--- config.mk ---
export PLATFORM = sky130hd
export DESIGN_NAME = chunked_transfer_encoder
export DESIGN_NICKNAME = d
export VERILOG_FILES = /design/src/rtl/cte_pkg.sv /design/src/rtl/chunked_transfer_encoder.sv /design/src/rtl/cte_sequencer.sv
export VERILOG_INCLUDE_DIRS = /design/src /design/src/rtl
export SDC_FILE = /design/constraint.sdc
export NUM_CORES = 1
export LEC_CHECK = 0
export BUFFER_PORTS_ARGS = -buffer_cell sky130_fd_sc_hd__buf_2
export CAP_MARGIN = 0
export CORE_AREA = 2 2 198 200
export CTS_BUF_LIST = sky130_fd_sc_hd__clkbuf_2
export DETAILED_ROUTE_END_ITERATION = 16
export DIE_AREA = 0 0 200 202
export GPL_ROUTABILITY_DRIVEN = 0
export GPL_TIMING_DRIVEN = 1
export HOLD_SLACK_MARGIN = 0.06
export SYNTH_ARGS = -nofsm -noshare
export SYNTH_HDL_FRONTEND = slang
export SYNTH_SLANG_ARGS = --single-unit
--- constraint.sdc ---
create_clock -name clk -period 3.1 [get_ports clk]
set_input_delay 0.93 -clock clk [delete_from_list [all_inputs] [get_ports clk]]
set_output_delay 0.93 -clock clk [all_outputs]
set_load 0.05 [all_outputs]
--- src/rtl/chunked_transfer_encoder_macros.svh ---
// Assertion macros shared by the chunked transfer encoder RTL.
`ifndef CHUNKED_TRANSFER_ENCODER_MACROS_SVH
`define CHUNKED_TRANSFER_ENCODER_MACROS_SVH

// Same-cycle implication, checked out of reset.
`define CTE_ASSERT_IMPL(label, clk, rst_n, ante, cons) \
  label: assert property (@(posedge clk) disable iff (!rst_n) (ante) |-> (cons)) \
    else $error("cte assertion failed");

// Next-cycle implication, checked out of reset.
`define CTE_ASSERT_NEXT(label, clk, rst_n, ante, cons) \
  label: assert property (@(posedge clk) disable iff (!rst_n) (ante) |=> (cons)) \
    else $error("cte assertion failed");

`endif

--- src/rtl/cte_pkg.sv ---
// Types, constants and microcode program of the chunked transfer encoder.
package cte_pkg;

  localparam int MAX_CHUNK = 32;
  localparam int BUF_AW    = $clog2(MAX_CHUNK);
  localparam int CNT_W     = $clog2(MAX_CHUNK + 1);
  localparam int CFG_W     = 6;
  localparam int PC_W      = 4;

  localparam logic OP_BYTE  = 1'b0;
  localparam logic OP_FLUSH = 1'b1;

  localparam logic [7:0] CH_CR   = 8'h0d;
  localparam logic [7:0] CH_LF   = 8'h0a;
  localparam logic [7:0] CH_ZERO = 8'h30;

  // program entry points
  localparam logic [PC_W-1:0] PC_CHUNK = 4'd0;
  localparam logic [PC_W-1:0] PC_BUF   = 4'd7;
  localparam logic [PC_W-1:0] PC_TERM  = 4'd10;

  typedef struct packed {
    logic       op;
    logic [7:0] data_byte;
  } cte_in_t;

  typedef struct packed {
    logic [7:0] out_byte;
    logic       last;
  } cte_out_t;

  typedef enum logic [1:0] {SRC_CONST, SRC_HEX, SRC_BUF} cte_src_t;
  typedef enum logic [1:0] {JMP_NEXT, JMP_LOOP, JMP_TERM, JMP_END} cte_jmp_t;
  typedef enum logic [1:0] {LAST_NO, LAST_CHUNK, LAST_YES} cte_last_t;
  typedef enum logic {SEQ_IDLE, SEQ_RUN} cte_state_t;

  typedef struct packed {
    cte_src_t        src;
    logic [7:0]      const_byte;
    logic [2:0]      nib;
    logic            rd_clear;
    logic            rd_inc;
    cte_last_t       last;
    cte_jmp_t        jmp;
    logic [PC_W-1:0] target;
  } cte_ucode_t;

  typedef struct packed {
    logic            go;
    logic            flush;
    logic [PC_W-1:0] addr;
  } cte_start_t;

  typedef struct packed {
    logic       busy;
    logic       fire;
    cte_src_t   src;
    logic [7:0] const_byte;
    logic [2:0] nib;
    logic       rd_clear;
    logic       rd_inc;
    logic       last;
  } cte_ctrl_t;

  function automatic cte_ucode_t uc(cte_src_t src, logic [7:0] cb, logic [2:0] nib,
                                    logic rc, logic ri, cte_last_t lst, cte_jmp_t jmp,
                                    logic [PC_W-1:0] tgt);
    cte_ucode_t w;
    w.src        = src;
    w.const_byte = cb;
    w.nib        = nib;
    w.rd_clear   = rc;
    w.rd_inc     = ri;
    w.last       = lst;
    w.jmp        = jmp;
    w.target     = tgt;
    return w;
  endfunction

  // Microcode: length digits, CR LF, data loop, CR LF, then the terminator on flush.
  function automatic cte_ucode_t ucode_rom(logic [PC_W-1:0] pc);
    cte_ucode_t w;
    unique case (pc)
      4'd0:    w = uc(SRC_HEX,   8'h00,   3'd4, 1'b0, 1'b0, LAST_NO,    JMP_NEXT, PC_CHUNK);
      4'd1:    w = uc(SRC_HEX,   8'h00,   3'd3, 1'b0, 1'b0, LAST_NO,    JMP_NEXT, PC_CHUNK);
      4'd2:    w = uc(SRC_HEX,   8'h00,   3'd2, 1'b0, 1'b0, LAST_NO,    JMP_NEXT, PC_CHUNK);
      4'd3:    w = uc(SRC_HEX,   8'h00,   3'd1, 1'b0, 1'b0, LAST_NO,    JMP_NEXT, PC_CHUNK);
      4'd4:    w = uc(SRC_HEX,   8'h00,   3'd0, 1'b0, 1'b0, LAST_NO,    JMP_NEXT, PC_CHUNK);
      4'd5:    w = uc(SRC_CONST, CH_CR,   3'd0, 1'b0, 1'b0, LAST_NO,    JMP_NEXT, PC_CHUNK);
      4'd6:    w = uc(SRC_CONST, CH_LF,   3'd0, 1'b1, 1'b0, LAST_NO,    JMP_NEXT, PC_CHUNK);
      4'd7:    w = uc(SRC_BUF,   8'h00,   3'd0, 1'b0, 1'b1, LAST_NO,    JMP_LOOP, PC_BUF);
      4'd8:    w = uc(SRC_CONST, CH_CR,   3'd0, 1'b0, 1'b0, LAST_NO,    JMP_NEXT, PC_CHUNK);
      4'd9:    w = uc(SRC_CONST, CH_LF,   3'd0, 1'b0, 1'b0, LAST_CHUNK, JMP_TERM, PC_CHUNK);
      4'd10:   w = uc(SRC_CONST, CH_ZERO, 3'd0, 1'b0, 1'b0, LAST_NO,    JMP_NEXT, PC_CHUNK);
      4'd11:   w = uc(SRC_CONST, CH_CR,   3'd0, 1'b0, 1'b0, LAST_NO,    JMP_NEXT, PC_CHUNK);
      4'd12:   w = uc(SRC_CONST, CH_LF,   3'd0, 1'b0, 1'b0, LAST_NO,    JMP_NEXT, PC_CHUNK);
      4'd13:   w = uc(SRC_CONST, CH_CR,   3'd0, 1'b0, 1'b0, LAST_NO,    JMP_NEXT, PC_CHUNK);
      4'd14:   w = uc(SRC_CONST, CH_LF,   3'd0, 1'b0, 1'b0, LAST_YES,   JMP_END,  PC_CHUNK);
      default: w = uc(SRC_CONST, 8'h00,   3'd0, 1'b0, 1'b0, LAST_YES,   JMP_END,  PC_CHUNK);
    endcase
    return w;
  endfunction

  function automatic logic [7:0] hex_char(logic [3:0] v);
    return (v < 4'd10) ? (8'h30 + {4'h0, v}) : (8'h61 + {4'h0, v} - 8'd10);
  endfunction

endpackage

--- src/rtl/chunked_transfer_encoder.sv ---
// Chunked transfer encoder top level: buffer, length counter and output register.
//
// Payload bytes collect in a 32-entry buffer until the chunk size is reached, then the
// chunk goes out as five lowercase hex length digits, CR LF, the data and CR LF; a flush
// sends any partial chunk the same way followed by "0" CR LF CR LF. A byte that does not
// complete a chunk is taken straight into the buffer. Otherwise the microcode sequencer
// issues one output beat per step while the output side does not stall; a chunk of N bytes
// gives N + 9 beats, a flush 5 more, and the input stalls until the last one is issued.
// An accepted flush or filling byte first starts the sequencer, which then issues the first
// beat. The output register lets the next input beat be taken while the last beat waits.
`include "chunked_transfer_encoder_macros.svh"

module chunked_transfer_encoder (
  input  logic                    clk,
  input  logic                    rst_n,
  input  logic                    in_valid,
  output logic                    in_stall,
  input  cte_pkg::cte_in_t        in_item,
  output logic                    out_valid,
  input  logic                    out_stall,
  output cte_pkg::cte_out_t       out_item,
  input  logic                    cfg_we,
  input  logic [cte_pkg::CFG_W-1:0] cfg_wdata
);
  import cte_pkg::*;

  logic [7:0]       buf_mem [MAX_CHUNK];
  logic [CNT_W-1:0] fill_r, fill_nxt;
  logic [CFG_W-1:0] chunk_size_r;
  logic [CNT_W-1:0] len_r, len_nxt;
  logic [CNT_W-1:0] rd_idx_r, rd_idx_nxt;
  logic [7:0]       rd_data_r;
  logic             out_valid_r;
  cte_out_t         out_r;

  cte_start_t       start;
  cte_ctrl_t        ctrl;
  logic             accept;
  logic             advance;
  logic             more;
  logic [CNT_W-1:0] eff_size;
  logic [CNT_W-1:0] fill_inc;
  logic [19:0]      len20;
  logic [3:0]       nib_val;
  logic [7:0]       byte_val;

  cte_sequencer u_seq (
    .clk     (clk),
    .rst_n   (rst_n),
    .start   (start),
    .advance (advance),
    .more    (more),
    .ctrl    (ctrl)
  );

  assign in_stall = ctrl.busy;
  assign accept   = in_valid && !ctrl.busy;
  assign advance  = !out_valid_r || !out_stall;

  // zero or oversized chunk size falls back to the buffer depth
  assign eff_size = ((chunk_size_r == '0) || (chunk_size_r > CFG_W'(MAX_CHUNK)))
                    ? CNT_W'(MAX_CHUNK) : CNT_W'(chunk_size_r);
  assign fill_inc = fill_r + 1'b1;

  always_comb begin
    start.go    = accept && ((in_item.op == OP_FLUSH) || (fill_inc >= eff_size));
    start.flush = (in_item.op == OP_FLUSH);
    start.addr  = ((in_item.op == OP_FLUSH) && (fill_r == '0)) ? PC_TERM : PC_CHUNK;
    fill_nxt    = fill_r;
    len_nxt     = len_r;
    if (accept) begin
      len_nxt  = (in_item.op == OP_FLUSH) ? fill_r : fill_inc;
      fill_nxt = start.go ? '0 : fill_inc;
    end
  end

  always_comb begin
    rd_idx_nxt = rd_idx_r;
    if (ctrl.fire && ctrl.rd_clear) rd_idx_nxt = '0;
    else if (ctrl.fire && ctrl.rd_inc) rd_idx_nxt = rd_idx_r + 1'b1;
  end

  assign more    = (rd_idx_r + 1'b1) < len_r;
  assign len20   = {{(20 - CNT_W){1'b0}}, len_r};
  assign nib_val = 4'(len20 >> {ctrl.nib, 2'b00});

  always_comb begin
    unique case (ctrl.src)
      SRC_CONST: byte_val = ctrl.const_byte;
      SRC_HEX:   byte_val = hex_char(nib_val);
      SRC_BUF:   byte_val = rd_data_r;
      default:   byte_val = ctrl.const_byte;
    endcase
  end

  always_ff @(posedge clk) begin
    if (!rst_n) begin
      fill_r       <= '0;
      chunk_size_r <= CFG_W'(MAX_CHUNK);
      len_r        <= '0;
      rd_idx_r     <= '0;
      out_valid_r  <= 1'b0;
    end else begin
      fill_r   <= fill_nxt;
      len_r    <= len_nxt;
      rd_idx_r <= rd_idx_nxt;
      if (cfg_we) chunk_size_r <= cfg_wdata;
      if (ctrl.fire) out_valid_r <= 1'b1;
      else if (!out_stall) out_valid_r <= 1'b0;
    end
  end

  always_ff @(posedge clk) begin
    if (ctrl.fire) begin
      out_r.out_byte <= byte_val;
      out_r.last     <= ctrl.last;
    end
  end

  // buffer write on a payload beat, registered read one step ahead of the data loop
  always_ff @(posedge clk) begin
    if (accept && (in_item.op == OP_BYTE)) buf_mem[fill_r[BUF_AW-1:0]] <= in_item.data_byte;
  end

  always_ff @(posedge clk) begin
    rd_data_r <= buf_mem[rd_idx_nxt[BUF_AW-1:0]];
  end

  assign out_valid = out_valid_r;
  assign out_item  = out_r;

  `CTE_ASSERT_IMPL(a_fill_bound, clk, rst_n, 1'b1, fill_r < CNT_W'(MAX_CHUNK))
  `CTE_ASSERT_IMPL(a_buf_read_range, clk, rst_n, ctrl.fire && (ctrl.src == SRC_BUF),
                   rd_idx_r < len_r)
  `CTE_ASSERT_NEXT(a_fire_valid, clk, rst_n, ctrl.fire, out_valid_r)

endmodule

--- src/rtl/cte_sequencer.sv ---
// Microcode sequencer: step counter, control ROM and jump logic.
`include "chunked_transfer_encoder_macros.svh"

module cte_sequencer (
  input  logic               clk,
  input  logic               rst_n,
  input  cte_pkg::cte_start_t start,
  input  logic               advance,
  input  logic               more,
  output cte_pkg::cte_ctrl_t ctrl
);
  import cte_pkg::*;

  cte_state_t      state_r, state_nxt;
  logic [PC_W-1:0] pc_r, pc_nxt;
  logic            flush_r, flush_nxt;
  cte_ucode_t      uw;
  logic            fire;

  assign uw   = ucode_rom(pc_r);
  assign fire = (state_r == SEQ_RUN) && advance;

  always_ff @(posedge clk) begin
    if (!rst_n) begin
      state_r <= SEQ_IDLE;
      pc_r    <= PC_CHUNK;
      flush_r <= 1'b0;
    end else begin
      state_r <= state_nxt;
      pc_r    <= pc_nxt;
      flush_r <= flush_nxt;
    end
  end

  always_comb begin
    state_nxt = state_r;
    pc_nxt    = pc_r;
    flush_nxt = flush_r;
    unique case (state_r)
      SEQ_IDLE: begin
        if (start.go) begin
          state_nxt = SEQ_RUN;
          pc_nxt    = start.addr;
          flush_nxt = start.flush;
        end
      end
      SEQ_RUN: begin
        if (fire) begin
          unique case (uw.jmp)
            JMP_NEXT: pc_nxt = pc_r + 1'b1;
            JMP_LOOP: pc_nxt = more ? uw.target : pc_r + 1'b1;
            JMP_TERM: begin
              if (flush_r) pc_nxt = pc_r + 1'b1;
              else state_nxt = SEQ_IDLE;
            end
            JMP_END:  state_nxt = SEQ_IDLE;
            default:  state_nxt = SEQ_IDLE;
          endcase
        end
      end
      default: state_nxt = SEQ_IDLE;
    endcase
  end

  always_comb begin
    ctrl.busy       = (state_r == SEQ_RUN);
    ctrl.fire       = fire;
    ctrl.src        = uw.src;
    ctrl.const_byte = uw.const_byte;
    ctrl.nib        = uw.nib;
    ctrl.rd_clear   = uw.rd_clear;
    ctrl.rd_inc     = uw.rd_inc;
    ctrl.last       = (uw.last == LAST_YES) || ((uw.last == LAST_CHUNK) && !flush_r);
  end

  `CTE_ASSERT_IMPL(a_start_idle, clk, rst_n, start.go, state_r == SEQ_IDLE)
  `CTE_ASSERT_NEXT(a_last_ends, clk, rst_n, fire && ctrl.last, state_r == SEQ_IDLE)
  `CTE_ASSERT_NEXT(a_hold_step, clk, rst_n, (state_r == SEQ_RUN) && !fire, $stable(pc_r))

endmodule
==> metrics.csv, run 1 <==
stage,metric,value,unit
timing,relSlewSlack,49.1,%
cells_and_area,non_filler_instance_count_after_layout,1713,
critical_path,sort_of_element_at_the_start_of_the_critical_path,register,
timing,timing.final.setup_violations,0,
power,pwr_total,7.77,mW
critical_path,critPathMostFrequentCell,sky130_fd_sc_hd__ha_1,
clocking,cts_hold_repair.buffers,0,
critical_path,worst_setup_path_end_kind,register,
cells_and_area,layout_common_cells,"sky130_fd_sc_hd__edfxtp_1, sky130_fd_sc_hd__buf_4, sky130_fd_sc_hd__clkbuf_2, sky130_fd_sc_hd__nand2_1, sky130_fd_sc_hd__nor2_1",
critical_path,worst-endpoint-arrival,3670,ps
placement,placement.io_buffers,30,
synthesis,synth-edff-count,265,
status,outcome,"complete, no violations",
floorplanning,fp.coreArea,38300,um^2
critical_path,critical_path_maximum_fanout,7,
cells_and_area,mostFrequentLayoutCell,sky130_fd_sc_hd__edfxtp_1,
detailed_routing,dr.first_iter.drc_count,667,
clocking,cts_resized,0,
synthesis,ys_async_sr_fraction,0,%
synthesis,postSynthCellCount,940,
synthesis,ys_dominant_reg_cell,sky130_fd_sc_hd__edfxtp_1,
synthesis,synth.yosys.warnings,0,
grt,grt_max_degree,42,
grt,overflow,0,
critical_path,crit_path_top_delay_cell,sky130_fd_sc_hd__dfxtp_2,
clocking,insertion_delay,900,ps
critical_path,critical_path.top_delay_family,compound AO/OA/AOI/OAI gates,
cells_and_area,area_growth_syn_to_layout,17.5,%
placement,dp_hpwl,20.5,mm
synthesis,synth.cell_area,13300,um^2
synthesis,post_synthesis_net_count,985,
power,ir_worst_vdd,0.163,mV
synthesis,ys_ff_latch,318,
grt,initial_antenna_violation_count,1,
critical_path,worst-path-buf-inv,2,
timing,setup_repair_after_global_routing_missed_its_margin,false,
floorplanning,floorplan.io_pins,31,
grt,grt_pass1_wl,49.1,mm
power,leakage,5.55,nW
timing,timing.final.hold_violations,0,
cells_and_area,finalNetCount,1184,
clocking,cts.clk_slew.worst_paths,110,ps
min_path,min-delay-path-class,in2reg,
critical_path,worst-endpoint-required,3870,ps
critical_path,critical_path.cell_chain,ha_1 -> nand3_1 -> xnor2_1 -> ha_1 -> o21ai_0 -> a22oi_2 -> buf_4 -> a31oi_1 -> a31oi_1 -> inv_1 -> ha_1 -> a32oi_1 -> o22ai_1,
grt,groute.usage.overall,16.3,%
power,power.density_cell_area,497,nW/um^2
detailed_routing,drtAntennaViolNets,0,
floorplanning,chipHeight,202,um
detailed_routing,drt-wirelength-per-cell,18.6,um
clocking,post-cts-setup-buffer-count,0,
synthesis,synth_seq_area_share,67.8,%
cells_and_area,post_route_cells_drive_above_1_share,28.1,%
grt,number_of_global_route_vias_before_repair,8584,
placement,dp_cells,1574,
timing,post-route-min-period,2910,ps
detailed_routing,detailed_router_iteration_count_before_antenna_repair,5,
clocking,cts_tree,built,
cells_and_area,utilization,40.8,%
timing,worst-slew-pin-transition,764,ps
detailed_routing,detail_route.wirelength,31.8,mm
critical_path,worst-setup-path-type,reg2reg,
timing,fin_setup_tns,0,ps
floorplanning,fp.dieW,200,um
floorplanning,std_cell_rows,72,
floorplanning,design.die.area,40400,um^2
clocking,clock_path_buffers,3,
timing,slew_violations,0,
clocking,cts-buffers-inserted,81,
synthesis,avg_synthesized_cell_area,14.1,um^2
detailed_routing,drt-vias-per-instance,4.95,
timing,fin_worst_skew,84.2,ps
timing,max_freq,344,MHz
flow_run,max-cap-violations,0,
clocking,cts.sink_count,318,
detailed_routing,drc,0,
floorplanning,start_util,34.7,%
clocking,htree_num_levels,3,
critical_path,slowest_delay,390,ps
detailed_routing,routed-via-count,8473,
cells_and_area,n_fill_cell,3608,
clocking,cts.root.buffer_cell,sky130_fd_sc_hd__clkbuf_2,
synthesis,yosys.cell_types.count,69,
timing,period_share,93.7,%
kinds of logic (layout without fill, tap and decap cells):
logic type | count (synthesis) | in the layout | share of synthesized area [%]
AOI/OAI and AO/OA | 141 | 141 | 7.43
xor gates and xnor gates | 19 | 19 | 1.25
adders and majority gates | 25 | 25 | 2.35
buffers and inverters | 63 | 317 | 2.19
DFF | 318 | 318 | 67.8
muxes | 92 | 92 | 9.20
other | 0 | 1 | 0
and+or+nand+nor | 282 | 282 | 9.74
final cells by class:
cell class | instances | area [um^2] | area share (%)
flip-flops and latches | 318 | 9030 | 57.8
repair buffers | 157 | 1150 | 7.38
diodes | 1 | 2.50 | 0.0160
well taps | 518 | 648 | 4.15
inverters | 22 | 82.6 | 0.529
clock inverters | 17 | 67.6 | 0.432
multi-input cells | 559 | 4040 | 25.8
clock buffers | 121 | 606 | 3.88
final timing paths:
path                                    from         endpoint  slack (ps)  cells past startpoint
worst max-delay path             rd_idx_r[1]     u_seq.uw[14]         190                     13
worst min-delay path            cfg_wdata[1]  chunk_size_r[1]         280                      3
worst max register to register   rd_idx_r[1]     u_seq.uw[14]         190                     13
worst min register to register      len_r[0]         len_r[0]         490                      2
where the power goes:
| part | leakage, nW | switching, mW | internal, mW | total (mW) |
|---|---|---|---|---|
| sequential | 2.82 | 0.0349 | 4.67 | 4.71 |
| clock | 0.542 | 1.63 | 1.03 | 2.65 |
| combinational | 2.18 | 0.267 | 0.139 | 0.406 |
| total | 5.55 | 1.93 | 5.84 | 7.77 |
worst reg2reg max path, stage by stage, from the launching register on:
cell,delay (ps)
sky130_fd_sc_hd__dfxtp_2,390
sky130_fd_sc_hd__ha_1,210
sky130_fd_sc_hd__nand3_1,120
sky130_fd_sc_hd__xnor2_1,170
sky130_fd_sc_hd__ha_1,280
sky130_fd_sc_hd__o21ai_0,100
sky130_fd_sc_hd__a22oi_2,260
sky130_fd_sc_hd__buf_4,190
sky130_fd_sc_hd__a31oi_1,110
sky130_fd_sc_hd__a31oi_1,280
sky130_fd_sc_hd__inv_1,120
sky130_fd_sc_hd__ha_1,210
sky130_fd_sc_hd__a32oi_1,220
sky130_fd_sc_hd__o22ai_1,120
sequential cells by signal, indices dropped and copies added, names as in the netlist:
name,cells
buf_mem,256
u_seq.uw,14
out_item,9
rd_data_r,8
chunk_size_r,6
fill_r,6
len_r,6
rd_idx_r,6
u_seq.pc_r,4
out_valid,1
u_seq.flush_r,1
u_seq.state_r,1
synth_stat cells, types with 3 or more instances:
cell type | instances | area, um^2
sky130_fd_sc_hd__a211oi_1 | 21 | 158
sky130_fd_sc_hd__a21boi_0 | 3 | 22.5
sky130_fd_sc_hd__a21oi_1 | 25 | 125
sky130_fd_sc_hd__a221oi_1 | 4 | 35.0
sky130_fd_sc_hd__a311oi_1 | 16 | 140
sky130_fd_sc_hd__a31oi_1 | 5 | 31.3
sky130_fd_sc_hd__and2_1 | 4 | 25.0
sky130_fd_sc_hd__and3_1 | 24 | 150
sky130_fd_sc_hd__buf_2 | 14 | 70.1
sky130_fd_sc_hd__buf_4 | 6 | 45.0
sky130_fd_sc_hd__clkbuf_1 | 18 | 67.6
sky130_fd_sc_hd__dfxtp_1 | 53 | 1060
sky130_fd_sc_hd__edfxtp_1 | 265 | 7960
sky130_fd_sc_hd__ha_1 | 25 | 313
sky130_fd_sc_hd__inv_1 | 18 | 67.6
sky130_fd_sc_hd__inv_2 | 3 | 11.3
sky130_fd_sc_hd__mux2_2 | 3 | 33.8
sky130_fd_sc_hd__mux2i_1 | 63 | 631
sky130_fd_sc_hd__mux4_2 | 22 | 495
sky130_fd_sc_hd__nand2_1 | 103 | 387
sky130_fd_sc_hd__nand2b_1 | 6 | 37.5
sky130_fd_sc_hd__nand3_1 | 24 | 120
sky130_fd_sc_hd__nand3b_1 | 3 | 22.5
sky130_fd_sc_hd__nor2_1 | 79 | 297
sky130_fd_sc_hd__nor2b_1 | 5 | 31.3
sky130_fd_sc_hd__nor3_1 | 8 | 40.0
sky130_fd_sc_hd__o21ai_0 | 13 | 65.1
sky130_fd_sc_hd__o22ai_1 | 26 | 163
sky130_fd_sc_hd__or3_1 | 11 | 68.8
sky130_fd_sc_hd__or4_1 | 4 | 30.0
sky130_fd_sc_hd__xnor2_1 | 12 | 105
sky130_fd_sc_hd__xor2_1 | 7 | 61.3
layer usage:
| metal | routed length [um] | vias up | GRT usage [%] |
|---|---|---|---|
| li1 | - | 4018 | - |
| met4 | 754 | 0 | 6.51 |
| met5 | 0 | - | 0 |
| met2 | 15500 | 217 | 26.5 |
| met3 | 1570 | 47 | 3.39 |
| met1 | 14000 | 4191 | 21.2 |
per-stage QoR:
stage | area, um^2 | hold WS (ps) | worst slack [ps]
floorplan | 13300 | 445 | 39.7
global placement | 14900 | 480 | -287
detailed placement | 14900 | 479 | -284
CTS | 15600 | 190 | 16.8
global route | 15600 | 219 | 5.14
finish | 15600 | 284 | 195
Note: power is estimated with default switching activity, not from simulation.
==> run 2, diff against run 1 <==
--- a/config.mk
+++ b/config.mk
@@ -15,6 +15,7 @@
 export GPL_ROUTABILITY_DRIVEN = 0
 export GPL_TIMING_DRIVEN = 1
 export HOLD_SLACK_MARGIN = 0.06
+export PLACE_DENSITY = 0.49
 export SYNTH_ARGS = -nofsm -noshare
 export SYNTH_HDL_FRONTEND = slang
 export SYNTH_SLANG_ARGS = --single-unit
==> run 2 against run 1 <==
Net effect:
- combinational power rose by 4%
- sequential cell count did not move
- first-iteration DRC count fell by 6.0%
- critical path type unchanged
- core utilization rose by 0.46 points
- non-clock buffer count rose by 9
- cell count rose by 0.88%
- cell area rose by 1.1%
- clock-buffer cell count fell by 2
- highest routed layer unchanged
- hold slack got worse by 9.1 ps
- global-route usage rose by 1.3 points
- routed wire length rose by 8.6%
==> metrics.csv, run 2 (synthesis gave the netlist of run 1 again) <==
stage,metric,value,unit,change
status,outcome,"complete, no violations",,
clocking,cts.root.buffer_cell,sky130_fd_sc_hd__clkbuf_2,,
cells_and_area,largest_register_ff_count,256,,unchanged
timing,worst-slew-pin-transition,799,ps,+34.8 ps
placement,placement.io_buffers,30,,unchanged
cells_and_area,area_growth_syn_to_layout,18.8,%,
timing,timing.final.setup_violations,0,,unchanged
critical_path,sort_of_element_at_the_start_of_the_critical_path,register,,
timing,slew_violations,0,,unchanged
critical_path,crit_path_top_delay_cell,sky130_fd_sc_hd__or3_4,,
detailed_routing,dr.first_iter.drc_count,627,,-6.0%
power,share_seq_of_total_power,60.0,%,-0.6 points
clocking,cts.clk_slew.worst_paths,110,ps,about the same
detailed_routing,drt-vias-per-instance,4.93,,-0.29%
clocking,cts_hold_repair.buffers,0,,unchanged
timing,fin_hold_ws,275,ps,-9.15 ps
critical_path,worst-endpoint-required,3900,ps,+30 ps
critical_path,slowest_delay,380,ps,about the same
critical_path,worst_r2r_startpoint,fill_r[0],,
clocking,insertion_delay,910,ps,about the same
floorplanning,fp.coreArea,38300,um^2,unchanged
min_path,hold_path_depth,3,,unchanged
power,leakage,5.60,nW,+0.92%
critical_path,endpoint,u_seq.uw[16],,
power,ir_worst_vdd,0.208,mV,+27%
critical_path,critical_path.cell_chain,ha_1 -> buf_4 -> xor2_1 -> ha_1 -> nand2_1 -> o211a_1 -> o21a_1 -> or3_4 -> a21oi_2 -> buf_4 -> ha_1 -> buf_4 -> o2bb2ai_1,,
timing,timing.final.hold_violations,0,,unchanged
timing,post-route-min-period,2900,ps,-0.774 ps
detailed_routing,drtAntennaViolNets,0,,unchanged
timing,relSlewSlack,46.7,%,-2.3 points
placement,dp_hpwl,22.7,mm,+11%
detailed_routing,routed-via-count,8522,,+0.58%
clocking,cts_tree,built,,
critical_path,rr_worst_depth,13,,unchanged
clocking,clock_path_buffers,3,,unchanged
grt,groute.usage.overall,17.6,%,+1.3 points
power,clock_power_share,34.6,%,+0.5 points
flow_run,max-cap-violations,0,,unchanged
detailed_routing,drc,0,,unchanged
cells_and_area,n_fill_cell,3616,,+0.22%
floorplanning,floorplan.io_pins,31,,unchanged
floorplanning,chipHeight,202,um,unchanged
detailed_routing,detailed_router_iteration_count_before_antenna_repair,5,,unchanged
power,power_switching,1.99,mW,+3.5%
cells_and_area,post_route_cells_drive_above_1_share,28.9,%,+0.81 points
detailed_routing,detail_route.wirelength,34.6,mm,+8.6%
critical_path,r2r_slack,200,ps,about the same
clocking,htree_num_levels,3,,unchanged
grt,grt_pass1_wl,52.1,mm,+6.1%
timing,max_freq,344,MHz,about the same
cells_and_area,finalNetCount,1194,,+0.84%
critical_path,worst-endpoint-arrival,3710,ps,+40 ps
power,netSwitchingFraction,25.4,%,+0.63 points
timing,period_share,93.7,%,about the same
grt,number_of_global_route_vias_before_repair,8820,,+2.7%
cells_and_area,layout_common_cells,"sky130_fd_sc_hd__edfxtp_1, sky130_fd_sc_hd__buf_4, sky130_fd_sc_hd__clkbuf_2, sky130_fd_sc_hd__nand2_1, sky130_fd_sc_hd__nor2_1",,
grt,overflow,0,,unchanged
power,power.density_cell_area,496,nW/um^2,-0.13%
critical_path,timing.critical_path.from,fill_r[0],,
timing,fin_worst_skew,68.7,ps,-15.5 ps
detailed_routing,drt-wirelength-per-cell,20.0,um,+7.7%
critical_path,critical_path_maximum_fanout,4,,-3
min_path,min-delay-path-class,in2reg,,
floorplanning,start_util,34.7,%,unchanged
cells_and_area,mostFrequentLayoutCell,sky130_fd_sc_hd__edfxtp_1,,
power,power_frac_comb,5.4,%,+0.2 points
placement,placement.cell_area,15000,um^2,+0.60%
critical_path,worst_setup_path_end_kind,register,,
clocking,cts-buffers-inserted,82,,+1.2%
grt,grt_max_degree,33,,-21%
critical_path,worstReg2RegEnd,u_seq.uw[16],,
floorplanning,design.die.area,40400,um^2,unchanged
critical_path,worst-setup-path-type,reg2reg,,
floorplanning,std_cell_rows,72,,unchanged
power,internal_power,5.85,mW,+0.14%
floorplanning,fp.dieW,200,um,unchanged
timing,setup_repair_after_global_routing_missed_its_margin,false,,
grt,initial_antenna_violation_count,1,,unchanged
cells_and_area,final_area,15800,um^2,+1.1%
clocking,cts.sink_count,318,,unchanged
## run 2: through the flow
stage | setup WS (ps) | TNS (ps) | std cells | utilization (%) | power [mW]
floorplan | 39.7 | 0 | 940 | - | 5.01
global placement | -276 | -1860 | 1581 | 39.1 | 5.21
detailed placement | -274 | -1950 | 1581 | 39.1 | 5.22
CTS | 28.5 | 0 | 1725 | 41.0 | 7.96
global route | 10.8 | 0 | 1728 | 41.3 | 8.22
finish | 196 | 0 | 1728 | 41.3 | 7.84
## run 2: cell type report
| class | instances | area (um^2) | area share, % |
|---|---|---|---|
| inverters | 22 | 82.6 | 0.523 |
| diodes | 1 | 2.50 | 0.0158 |
| repair buffers | 166 | 1260 | 7.99 |
| multi-input cells | 559 | 4080 | 25.8 |
| flip-flops and latches | 318 | 9020 | 57.1 |
| clock inverters | 25 | 104 | 0.657 |
| well taps | 518 | 648 | 4.10 |
| clock buffers | 119 | 596 | 3.77 |
## run 2: timing repair
item / 4_1_cts / 5_1_grt
setup buffers: 0 / 2
endpoints found under the setup margin: 0 / 13
gates resized for setup: 0 / 26
## run 2: how the worst min path moves through the flow
stage	from	endpoint	slack, ps
after global placement	len_r[3]	len_r[3]	490
after global routing	cfg_wdata[5]	chunk_size_r[5]	210
after CTS	cfg_wdata[5]	chunk_size_r[5]	160
final	cfg_wdata[5]	chunk_size_r[5]	280
after detailed placement	len_r[0]	len_r[0]	500
after floorplan	len_r[0]	len_r[0]	440
## run 2: routing by layer
layer,wire length [um],track usage [%],vias up
met4,1060,7.62,0
met3,1930,4.25,65
li1,-,-,4042
met2,16200,27.8,227
met5,0,0,-
met1,15300,23.0,4188
## run 2: critical path: cells and delay by family (launching register included)
| family | cells | cell delay [ps] |
|---|---|---|
| compound gates | 4 | 760 |
| fa+ha+maj | 3 | 730 |
| simple gates | 2 | 440 |
| buf+inv | 3 | 430 |
| flops | 1 | 350 |
| xor+xnor | 1 | 150 |
## run 2: power groups by stage
stage	sequential [mW]	combinational, mW	clock, mW
floorplan	4.83	0.179	0
global placement	4.81	0.409	0
detailed placement	4.81	0.411	0
CTS	4.71	0.413	2.84
global route	4.72	0.469	3.04
finish	4.71	0.423	2.71
==> run 3, diff against run 2 <==
--- a/config.mk
+++ b/config.mk
@@ -6,12 +6,13 @@
 export SDC_FILE = /design/constraint.sdc
 export NUM_CORES = 1
 export LEC_CHECK = 0
+export ABC_AREA = 1
 export BUFFER_PORTS_ARGS = -buffer_cell sky130_fd_sc_hd__buf_2
 export CAP_MARGIN = 0
-export CORE_AREA = 2 2 198 200
+export CORE_AREA = 2 2 207 209
 export CTS_BUF_LIST = sky130_fd_sc_hd__clkbuf_2
 export DETAILED_ROUTE_END_ITERATION = 16
-export DIE_AREA = 0 0 200 202
+export DIE_AREA = 0 0 209 211
 export GPL_ROUTABILITY_DRIVEN = 0
 export GPL_TIMING_DRIVEN = 1
 export HOLD_SLACK_MARGIN = 0.06
==> run 3 against run 2 <==
Net effect:
- clock power is 14% higher
- clock skew down 13 ps
- cell area up 4.5%
- combinational power is 7.1% higher
- sequential power about the same
- fmax rose by 0.98%
- first-iteration DRC count increased by 44%
- highest routed layer unchanged
==> metrics.csv, run 3 <==
stage,metric,value,unit,change
power,power.density_cell_area,500,nW/um^2,+0.83%
clocking,htree_num_levels,3,,unchanged
clocking,cts_tree,built,,
critical_path,sort_of_element_at_the_start_of_the_critical_path,register,,
clocking,cts.root.buffer_cell,sky130_fd_sc_hd__clkbuf_2,,
synthesis,dominant_combinational_cell_family_by_area_after_synthesis,simple AND/OR/NAND/NOR gates,,
timing,worst-slew-pin-transition,860,ps,+60.9 ps
synthesis,post_synthesis_net_count,1576,,+60%
synthesis,yosys.cell_types.count,34,,-51%
grt,groute.usage.overall,18.3,%,+0.74 points
critical_path,worst-endpoint-arrival,1950,ps,-1760 ps
cells_and_area,final_area,16500,um^2,+4.5%
timing,fin_setup_tns,0,ps,unchanged
flow_run,max-cap-violations,0,,unchanged
placement,placement.cell_area,15600,um^2,+3.9%
clocking,cts-buffers-inserted,88,,+7.3%
floorplanning,chipHeight,211,um,+4.5%
synthesis,synth-xor-area-share,0.603,%,-0.65 points
critical_path,worst-setup-path-type,reg2out,,
floorplanning,fp.dieW,209,um,+4.5%
timing,max_freq,348,MHz,+0.98%
grt,overflow,0,,unchanged
synthesis,ys_ff_latch,318,,unchanged
synthesis,postSynthCellCount,1531,,+63%
floorplanning,design.die.area,44100,um^2,+9.2%
status,outcome,"complete, no violations",,
grt,global_route.peak_usage_layer,met2,,
grt,grt_max_degree,73,,+120%
detailed_routing,drt-wirelength-per-cell,17.4,um,-13%
synthesis,yosys-top-cells-area,"sky130_fd_sc_hd__edfxtp_1, sky130_fd_sc_hd__nand2_1, sky130_fd_sc_hd__nand3_1",,
grt,met3_demand_to_capacity_share_in_global_routing,4.01,%,-0.24 points
grt,grt_pass1_wl,61.2,mm,+17%
detailed_routing,dr.first_iter.drc_count,906,,+44%
synthesis,ys_top_cells_by_count,"sky130_fd_sc_hd__nand2_1, sky130_fd_sc_hd__edfxtp_1, sky130_fd_sc_hd__inv_1",,
detailed_routing,detailed_router_iteration_count_before_antenna_repair,5,,unchanged
timing,fin_worst_skew,56.0,ps,-12.7 ps
floorplanning,fp.coreArea,41800,um^2,+9.1%
min_path,hp-start,cfg_we,,
grt,globalRouteMet2Util,29.2,%,+1.5 points
synthesis,ys_async_sr_fraction,0,%,unchanged
critical_path,worst-endpoint-required,2170,ps,-1730 ps
synthesis,synth_seq_area_share,62.1,%,-5.8 points
clocking,clock_path_buffers,3,,unchanged
timing,period_share,92.8,%,-0.91 points
floorplanning,floorplan.io_pins,31,,unchanged
critical_path,slowest_delay,620,ps,+240 ps
timing,relSlewSlack,42.7,%,-4.1 points
synthesis,ys_dominant_reg_cell,sky130_fd_sc_hd__edfxtp_1,,
clocking,cts.sink_count,318,,unchanged
synthesis,synth_most_common_cell,sky130_fd_sc_hd__nand2_1,,
synthesis,post-synth-top-area-fraction,54.8,%,-5.1 points
synthesis,synth.largest_area_cell,sky130_fd_sc_hd__edfxtp_1,,
cells_and_area,area_growth_syn_to_layout,13.6,%,
grt,initial_antenna_violation_count,1,,unchanged
critical_path,crit_path_top_delay_cell,sky130_fd_sc_hd__dfxtp_1,,
cells_and_area,post_route_cells_drive_above_1_share,15.8,%,-13 points
detailed_routing,drt-vias-per-instance,4.73,,-4.0%
power,ir_worst_vdd,0.251,mV,+21%
critical_path,critical_path.top_delay_family,flip-flops,,
synthesis,synth.yosys.warnings,0,,unchanged
critical_path,critical_path.cell_chain,buf_2,,
cells_and_area,finalNetCount,1705,,+43%
timing,timing.final.hold_violations,0,,unchanged
synthesis,synth.cell_area,14500,um^2,+9.3%
timing,slew_violations,0,,unchanged
critical_path,worst_r2r_startpoint,fill_r[0],,
critical_path,timing.critical_path.from,u_seq.state_r,,
clocking,insertion_delay,1000,ps,+90 ps
cells_and_area,non_filler_instance_count_after_layout,2272,,+31%
detailed_routing,drc,0,,unchanged
synthesis,avg_synthesized_cell_area,9.49,um^2,-33%
cells_and_area,mostFrequentLayoutCell,sky130_fd_sc_hd__nand2_1,,
critical_path,worst_setup_path_end_kind,output pin,,
timing,timing.final.setup_violations,0,,unchanged
detailed_routing,detail_route.wirelength,39.5,mm,+14%
cells_and_area,layout_common_cells,"sky130_fd_sc_hd__nand2_1, sky130_fd_sc_hd__inv_1, sky130_fd_sc_hd__edfxtp_1, sky130_fd_sc_hd__nand3_1, sky130_fd_sc_hd__clkbuf_2",,
placement,dp_cells,2102,,+33%
synthesis,synth_adder_area_share,2.15,%,-0.20 points
power,leakage,7.41,nW,+32%
timing,post-route-min-period,2880,ps,-28.2 ps
synthesis,mux_cell_area_share_after_synthesis,0,%,-9.2 points
placement,dp_hpwl,24.9,mm,+9.4%
floorplanning,std_cell_rows,75,,+4.2%
synthesis,synth_compound_area_share,2.18,%,-5.2 points
cells_and_area,largest_register_ff_count,256,,unchanged
clocking,cts.clk_slew.worst_paths,90,ps,-20 ps
placement,placement.io_buffers,30,,unchanged
grt,number_of_global_route_vias_before_repair,10700,,+21%
detailed_routing,drtAntennaViolNets,0,,unchanged
critical_path,critical_path_maximum_fanout,11,,+7
critical_path,worst-path-buf-inv,1,,-2
min_path,min-delay-path-class,in2reg,,
grt,grt.met1_usage,24.4,%,+1.4 points
synthesis,yosys.area_share.simple,23.5,%,+14 points
synthesis,synth-edff-count,265,,unchanged
floorplanning,start_util,34.8,%,+0.067 points
detailed_routing,routed-via-count,10800,,+26%
-- run 3: routing by layer --
metal | part of all wire, % | vias to the layer above
met5 | 0 | -
met4 | 2.5 | 0
met3 | 4.0 | 79
met2 | 46 | 228
met1 | 47 | 5139
li1 | - | 5308
-- run 3: final timing paths --
path	to	slack (ps)	cells past startpoint
max	in_stall	220	1
min	chunk_size_r[5]	200	2
max reg2reg	u_seq.uw[14]	270	18
min reg2reg	chunk_size_r[0]	510	2
-- run 3: cell type report --
cell class | instances | area, um^2
Fill cell | 4243 | 25300
Sequential cell | 318 | 9020
Multi-Input combinational cell | 879 | 4180
Inverter | 271 | 1020
Timing Repair Buffer | 102 | 778
Clock buffer | 139 | 696
Tap cell | 539 | 674
Clock inverter | 23 | 134
Antenna cell | 1 | 2.50
-- run 3: logic make-up after synthesis --
group                    after synthesis
AND/OR/NAND/NOR                      788
buffers and inverters                334
flip-flops                           318
AO/OA/AOI/OAI                         56
adder cells (fa/ha/maj)               25
XOR/XNOR                              10
-- run 3: where the power goes --
group	internal [mW]	leakage [nW]	switching, mW	total [mW]
combinational	0.123	3.94	0.330	0.453
sequential	4.68	2.83	0.0380	4.72
clock	1.28	0.641	1.81	3.08
total	6.08	7.41	2.17	8.26
-- run 3: stage by stage --
step	power, mW	hold slack (ps)	util [%]	setup slack (ps)
finish	8.26	204	39.5	224
global route	8.68	90.1	39.5	-22.8
CTS	8.40	63.7	39.4	86.2
detailed placement	5.27	491	37.3	99.3
global placement	5.27	488	37.3	129
floorplan	5.07	450	-	477
-- run 3: what timing repair did --
item                                    4_1_cts  5_1_grt
resized for setup                             0       12
setup buffers                                 0        2
hold endpoints to repair                      5        0
endpoints found under the setup margin        0       11
hold buffers                                  5        0
